$ cat src/rtl/tlsdf_pkg.sv
// tlsdf_pkg: constants and types for the tls record deframer
// no dependencies
`default_nettype none

package tlsdf_pkg;

  localparam int unsigned CfgAddrW = 3;
  localparam logic [15:0] MaxLenReset = 16'd16384;
  localparam logic [7:0]  VerMajor    = 8'h03;
  localparam logic [7:0]  VerMinorLo  = 8'h01;
  localparam logic [7:0]  VerMinorHi  = 8'h04;

  typedef enum logic [6:0] {
    ST_TYPE    = 7'b0000001,
    ST_VER_HI  = 7'b0000010,
    ST_VER_LO  = 7'b0000100,
    ST_LEN_HI  = 7'b0001000,
    ST_LEN_LO  = 7'b0010000,
    ST_PAYLOAD = 7'b0100000,
    ST_FAILED  = 7'b1000000
  } dfr_state_t;

endpackage

`default_nettype wire

$ cat src/rtl/tls_record_deframer_unit.sv
// tls_record_deframer_unit: tls record header parser and fragment byte tagger
// depends on tlsdf_pkg
// result valid the cycle after its byte is taken; one byte per cycle unless out_ready stalls
// the result register drains while the next byte is taken (in_ready = !out_valid | out_ready)
// headers take five bytes; version and length are checked by compares, payload tracked by a 16-bit count
// reset (synchronous, rst_n low) clears state to header start and max length to 16384
`default_nettype none

module tls_record_deframer_unit
  import tlsdf_pkg::*;
(
  input  wire logic                clk,
  input  wire logic                rst_n,
  input  wire logic                psel,
  input  wire logic                penable,
  input  wire logic                pwrite,
  input  wire logic [CfgAddrW-1:0] paddr,
  input  wire logic [31:0]         pwdata,
  output logic      [31:0]         prdata,
  output logic                     pready,
  input  wire logic                in_valid,
  output logic                     in_ready,
  input  wire logic [7:0]          in_byte,
  output logic                     out_valid,
  input  wire logic                out_ready,
  output logic      [7:0]          out_record_type,
  output logic      [7:0]          out_data_byte,
  output logic                     out_has_data,
  output logic                     out_last_of_record,
  output logic                     out_header_error
);

  dfr_state_t  state_r, state_nxt;
  logic [15:0] max_len_r;
  logic [7:0]  type_r, type_nxt;
  logic [7:0]  ver_hi_r, ver_hi_nxt;
  logic [7:0]  len_hi_r, len_hi_nxt;
  logic [15:0] remain_r, remain_nxt;
  logic        out_valid_r;
  logic [7:0]  out_type_r, out_data_r;
  logic        out_has_r, out_last_r, out_err_r;
  logic        res_vld;
  logic [7:0]  res_data;
  logic        res_has, res_last, res_err;
  logic        in_fire;
  logic [15:0] hdr_len;
  logic        reg_sel;

  assign pready  = 1'b1;
  assign reg_sel = (paddr[CfgAddrW-1] == 1'b0);
  assign prdata  = reg_sel ? {16'd0, max_len_r} : 32'd0;

  always_ff @(posedge clk) begin
    if (!rst_n) begin
      max_len_r <= MaxLenReset;
    end else if (psel && penable && pwrite && pready && reg_sel) begin
      max_len_r <= pwdata[15:0];
    end
  end

  assign in_ready = !out_valid_r || out_ready;
  assign in_fire  = in_valid && in_ready;
  assign hdr_len  = {len_hi_r, in_byte};

  always_comb begin
    state_nxt  = state_r;
    type_nxt   = type_r;
    ver_hi_nxt = ver_hi_r;
    len_hi_nxt = len_hi_r;
    remain_nxt = remain_r;
    res_vld    = 1'b0;
    res_data   = 8'd0;
    res_has    = 1'b0;
    res_last   = 1'b0;
    res_err    = 1'b0;
    unique case (state_r)
      ST_TYPE: begin
        type_nxt  = in_byte;
        state_nxt = ST_VER_HI;
      end
      ST_VER_HI: begin
        ver_hi_nxt = in_byte;
        state_nxt  = ST_VER_LO;
      end
      ST_VER_LO: begin
        if (ver_hi_r != VerMajor || in_byte < VerMinorLo || in_byte > VerMinorHi) begin
          state_nxt = ST_FAILED;
          res_vld   = 1'b1;
          res_err   = 1'b1;
        end else begin
          state_nxt = ST_LEN_HI;
        end
      end
      ST_LEN_HI: begin
        len_hi_nxt = in_byte;
        state_nxt  = ST_LEN_LO;
      end
      ST_LEN_LO: begin
        if (hdr_len > max_len_r) begin
          state_nxt = ST_FAILED;
          res_vld   = 1'b1;
          res_err   = 1'b1;
        end else if (hdr_len == 16'd0) begin
          state_nxt = ST_TYPE;
          res_vld   = 1'b1;
          res_last  = 1'b1;
        end else begin
          remain_nxt = hdr_len;
          state_nxt  = ST_PAYLOAD;
        end
      end
      ST_PAYLOAD: begin
        remain_nxt = remain_r - 16'd1;
        res_vld    = 1'b1;
        res_data   = in_byte;
        res_has    = 1'b1;
        res_last   = (remain_r == 16'd1);
        if (remain_r == 16'd1) begin
          state_nxt = ST_TYPE;
        end
      end
      ST_FAILED: begin
        state_nxt = ST_FAILED;
      end
      default: begin
        state_nxt = ST_FAILED;
      end
    endcase
  end

  always_ff @(posedge clk) begin
    if (!rst_n) begin
      state_r  <= ST_TYPE;
      type_r   <= 8'd0;
      ver_hi_r <= 8'd0;
      len_hi_r <= 8'd0;
      remain_r <= 16'd0;
    end else if (in_fire) begin
      state_r  <= state_nxt;
      type_r   <= type_nxt;
      ver_hi_r <= ver_hi_nxt;
      len_hi_r <= len_hi_nxt;
      remain_r <= remain_nxt;
    end
  end

  always_ff @(posedge clk) begin
    if (!rst_n) begin
      out_valid_r <= 1'b0;
    end else if (in_ready) begin
      out_valid_r <= in_fire && res_vld;
    end
  end

  always_ff @(posedge clk) begin
    if (in_fire && res_vld) begin
      out_type_r <= type_r;
      out_data_r <= res_data;
      out_has_r  <= res_has;
      out_last_r <= res_last;
      out_err_r  <= res_err;
    end
  end

  assign out_valid          = out_valid_r;
  assign out_record_type    = out_type_r;
  assign out_data_byte      = out_data_r;
  assign out_has_data       = out_has_r;
  assign out_last_of_record = out_last_r;
  assign out_header_error   = out_err_r;

  a_err_means_failed: assert property (@(posedge clk) disable iff (!rst_n)
    (out_valid_r && out_err_r) |-> (state_r == ST_FAILED))
    else $error("error result without failed state");

  a_failed_silent: assert property (@(posedge clk) disable iff (!rst_n)
    (state_r == ST_FAILED && !out_valid_r) |=> !out_valid_r)
    else $error("result produced while failed");

  a_payload_count: assert property (@(posedge clk) disable iff (!rst_n)
    (state_r == ST_PAYLOAD) |-> (remain_r != 16'd0))
    else $error("payload state with zero bytes remaining");

endmodule

`default_nettype wire

$ cat config.mk
export PLATFORM = sky130hd
export DESIGN_NAME = tls_record_deframer_unit
export DESIGN_NICKNAME = d
export VERILOG_FILES = /design/src/rtl/tlsdf_pkg.sv /design/src/rtl/tls_record_deframer_unit.sv
export SDC_FILE = /design/constraint.sdc
export NUM_CORES = 1
export LEC_CHECK = 0
export ABC_CLOCK_PERIOD_IN_PS = 3810
export BUFFER_PORTS_ARGS = -buffer_cell sky130_fd_sc_hd__buf_2
export CAP_MARGIN = 5
export CELL_PAD_IN_SITES_DETAIL_PLACEMENT = 1
export CELL_PAD_IN_SITES_GLOBAL_PLACEMENT = 2
export CORE_ASPECT_RATIO = 0.5
export CORE_MARGIN = 2
export CORE_UTILIZATION = 32
export CTS_BUF_LIST = sky130_fd_sc_hd__clkbuf_16
export DETAILED_ROUTE_END_ITERATION = 10
export PLACE_DENSITY_LB_ADDON = 0.08
export SETUP_SLACK_MARGIN = 0.1
export SLEW_MARGIN = 15
export SYNTH_ARGS = -nofsm -noshare
export SYNTH_HDL_FRONTEND = slang
export SYNTH_SLANG_ARGS = --single-unit
$ cat constraint.sdc
create_clock -name clk -period 3.81 [get_ports clk]
set_clock_uncertainty 0.1 [all_clocks]
set_input_delay 0.381 -clock clk [delete_from_list [all_inputs] [get_ports clk]]
set_output_delay 0.381 -clock clk [all_outputs]
set_load 0.01 [all_outputs]
==> impl_summary.txt <==
----------------------------------------------------
[Outcome]
  Outcome ... finished clean

[Timing]
  Hold Vio Cnt, Final ... 0
  Worst setup slack after layout ... 706 ps
  Worst relative slew slack ... 0.377
  Unrepaired setup endpoints after global routing ... false
  Tightest hold margin ... 174 ps
  Count of endpoints failing setup in the final report ... 0
  Number of max-slew violations in the final report ... 0
  Sum Neg Setup Slack ... 0 ps
  Period minus WS final ... 3100 ps
  Measured slew at the worst slew-check pin ... 935 ps
  Fmax achieved ... 322 MHz
  Share of the cycle needed by the critical path after routing ... 0.815

[Routing]
  Starting DRC count in detailed routing ... 121
  Routed via count divided by cell count ... 4.82
  Routed WL per cell ... 16.2 um
  Remaining routing DRC violations ... 0
  First-pass iteration count of the detailed router ... 6
  Post-detailed-route count of antenna-violating nets ... 0
  Count of vias placed by the detailed router ... 3506
  Detailed Route WL ... 11800 um

[Final layout]
  NumNets Final ... 614
  Antenna fix cells ... 0
  Fin util ... 0.377
  Layout cells sized above 1 ... 0.194
  Layout overhead on the synthesized area ... 15.8%
  Fill count ... 1620

[Yosys]
  Most numerous cell in the Yosys netlist ... sky130_fd_sc_hd__dfxtp_1
  Post-synthesis instance total ... 486
  Yosys synthesis warning count ... 0
  Seq cells post-synth ... 83
  Mean post-synth cell area ... 9.02 um2
  Cell types with the largest area share after synthesis ... sky130_fd_sc_hd__dfxtp_1 (29%), sky130_fd_sc_hd__edfxtp_1 (13%), sky130_fd_sc_hd__mux2i_1 (5.2%)
  Async set or reset register ratio after synthesis ... 0
  Syn Std Cell Area ... 0.00439 mm2
  Most used DFF post-synth ... sky130_fd_sc_hd__dfxtp_1
  Share of synthesized area occupied by flip-flops and latches ... 0.422
  Leading post-synthesis cells by instance count ... sky130_fd_sc_hd__dfxtp_1 (64), sky130_fd_sc_hd__nand2_1 (59), sky130_fd_sc_hd__nor2_1 (37), sky130_fd_sc_hd__nor2b_1 (31), sky130_fd_sc_hd__mux2i_1 (23)
  Post-synth EDFFs ... 19
  Post-synth top area cell ... sky130_fd_sc_hd__dfxtp_1
  Proportion of netlist area held by the largest area contributor ... 0.292
  Number of distinct library cell variants in the gate-level netlist after synthesis ... 56

[GRT]
  Vias in the first global route ... 3519
  Number of antenna violations at the first check in global routing ... 0
  Total Routing Usage GR ... 0.169
  Pin count of the biggest net entering global routing ... 55
  Global-route wire length before repair ... 18900 um
  Remaining Overflow, GRT ... 0

[Power and ir drop]
  Total power consumption of the routed design ... 1.88 mW
  Max VDD drop ... 0.205 mV
  Power Dens Cells ... 370 mW/mm2
  Leakage power ... 1.98 nW

[Floorplanning]
  Starting utilization of the core area ... 0.325
  DIE AREA ... 0.0147 mm2
  Total number of placement rows ... 30
  Area of the core ... 0.0135 mm2
  Overall die height ... 86.8 um
  Die X ... 170 um
  I/O pin count ... 104

[Clock tree]
  CTS tree ... built
  Total setup buffers inserted after CTS ... 0
  Max H-tree Level ... 3
  Count of instances resized after the clock tree is built ... 0
  Number of buffers created by CTS ... 9
  Clock Sink Count ... 83
  Post-cts hold buffer count ... 0
  Clock latency reported for the late side of the worst-skew pair ... 340 ps
  Worst-case clock buffer depth ... 2
  Root buf cell ... sky130_fd_sc_hd__clkbuf_16
  Clock transition at the registers of the reported paths ... 70 ps

[Run]
  Maximum capacitance violations ... 0

[Min path]
  Hold crit path type ... input pin to flop

[Critical path]
  CP delay by family, top ... compound AO/OA/AOI/OAI gates
  Worst Setup End Kind ... flop
  Crit path buffers/inverters ... 2
  Peak fanout along the critical path ... 17
  Worst Setup Path Type ... flop to flop
  Crit path required time ... 3940 ps
  Kind of start point of the critical path ... flop
  Arrival time of data at the critical path endpoint ... 3240 ps
  Cell chain of the critical path ... inv_1 -> ha_1 -> nand4_1 -> nor4_1 -> a21boi_0 -> o31ai_1 -> o21ai_2 -> buf_4 -> nor2_1 -> o221a_1
  Delay of the slowest cell on the worst path ... 600 ps
  Critical-path top delay cell ... sky130_fd_sc_hd__o21ai_2

[Placement]
  Final HPWL from detailed placement ... 8650 um
  Pre-CTS worst setup slack ... 589 ps
  Gp weighted congestion ... 0.720
  Count of input and output buffers ... 68

----------------------------------------------------
-- worst reg2reg max path: cells and delay by family, from the launching register on --
family	cells	cell delay [ps]
adders and majority gates	1	310
AOI/OAI and AO/OA	4	1310
and+or+nand+nor	3	590
buffers and inverters	2	350
DFF	1	330
-- path summary, 6_finish.rpt --
| check | from | end | slack, ps | cells past startpoint |
|---|---|---|---|---|
| worst max-delay path | max_len_r[15]$_SDFFE_PN0P_ | remain_r[7]$_SDFFE_PN0P_ | 710 | 10 |
| worst max register to register | max_len_r[15]$_SDFFE_PN0P_ | remain_r[7]$_SDFFE_PN0P_ | 710 | 10 |
| worst min-delay path | pwdata[14] | max_len_r[14]$_SDFFE_PN1P_ | 170 | 3 |
| worst min register to register | type_r[2]$_SDFFE_PN0P_ | out_record_type[2]$_DFFE_PP_ | 340 | 0 |
-- through the flow --
step | instance area (um2) | instances
final | 5080 | 727
after global routing | 5080 | 727
after CTS | 5080 | 727
after detailed placement | 4800 | 711
after global placement | 4800 | 711
after floorplan | 4440 | 501
-- power by group --
part | internal, mW | total, mW | leakage (nW) | switching (mW)
combinational | 0.0529 | 0.137 | 1.16 | 0.0840
sequential | 0.910 | 0.919 | 0.693 | 0.00977
clock | 0.445 | 0.825 | 0.126 | 0.380
-- cell families (layout without fill, tap and decap cells) --
group | after synthesis | after routing | synth area share
AND/OR/NAND/NOR | 198 | 198 | 0.230
buffers and inverters | 65 | 115 | 0.0842
multiplexers | 23 | 23 | 0.0525
flip-flops | 83 | 83 | 0.422
adder cells (fa/ha/maj) | 18 | 18 | 0.0514
other | 2 | 17 | 0.00171
XOR/XNOR | 5 | 5 | 0.00999
AO/OA/AOI/OAI | 92 | 92 | 0.148
-- sequential cells by signal, indices dropped and copies added (netlist names), 7 cells and up --
name             count
remain_r            16
ver_hi_r             8
type_r               8
out_data_byte        8
state_r              7
len_hi_r             8
max_len_r           16
out_record_type      8
-- layer usage --
| metal | vias up | track usage | wire length [um] |
|---|---|---|---|
| met2 | 82 | 0.264 | 4810 |
| met4 | 0 | 0.0373 | 85 |
| met1 | 1641 | 0.238 | 6400 |
| met3 | 10 | 0.0374 | 510 |
| met5 | - | 0 | 0 |
| li1 | 1773 | - | - |
-- placed cells by master, fill, tap and decap left out, types with 3 or more instances in the layout --
| master | n |
|---|---|
| sky130_fd_sc_hd__a21boi_0 | 16 |
| sky130_fd_sc_hd__a21boi_1 | 3 |
| sky130_fd_sc_hd__a21o_1 | 4 |
| sky130_fd_sc_hd__a21oi_1 | 15 |
| sky130_fd_sc_hd__and2_1 | 9 |
| sky130_fd_sc_hd__buf_2 | 68 |
| sky130_fd_sc_hd__buf_4 | 10 |
| sky130_fd_sc_hd__clkbuf_16 | 9 |
| sky130_fd_sc_hd__clkinvlp_4 | 3 |
| sky130_fd_sc_hd__conb_1 | 17 |
| sky130_fd_sc_hd__dfxtp_1 | 64 |
| sky130_fd_sc_hd__edfxtp_1 | 19 |
| sky130_fd_sc_hd__ha_1 | 18 |
| sky130_fd_sc_hd__inv_1 | 20 |
| sky130_fd_sc_hd__mux2i_1 | 23 |
| sky130_fd_sc_hd__nand2_1 | 59 |
| sky130_fd_sc_hd__nand2b_1 | 5 |
| sky130_fd_sc_hd__nand3_1 | 16 |
| sky130_fd_sc_hd__nand3b_1 | 3 |
| sky130_fd_sc_hd__nand4_1 | 4 |
| sky130_fd_sc_hd__nor2_1 | 37 |
| sky130_fd_sc_hd__nor2b_1 | 31 |
| sky130_fd_sc_hd__nor3_1 | 10 |
| sky130_fd_sc_hd__nor4_1 | 6 |
| sky130_fd_sc_hd__o211ai_1 | 11 |
| sky130_fd_sc_hd__o21ai_0 | 7 |
| sky130_fd_sc_hd__o21ai_1 | 11 |
| sky130_fd_sc_hd__o221a_1 | 3 |
| sky130_fd_sc_hd__o31a_1 | 3 |
| sky130_fd_sc_hd__o31ai_1 | 8 |
| sky130_fd_sc_hd__or3_1 | 4 |
| sky130_fd_sc_hd__xor2_1 | 4 |
-- area by class of cell --
type                       count  area, um2  area share
multi-input combinational    353       2230       0.440
clock inverter                 7       52.6      0.0103
sequential                    83       1850       0.365
timing repair buffer          78        415      0.0818
inverter                      21       78.8      0.0155
clock buffer                   9        225      0.0444
tap                          176        220      0.0434
Note: power is estimated with default switching activity, not from simulation.
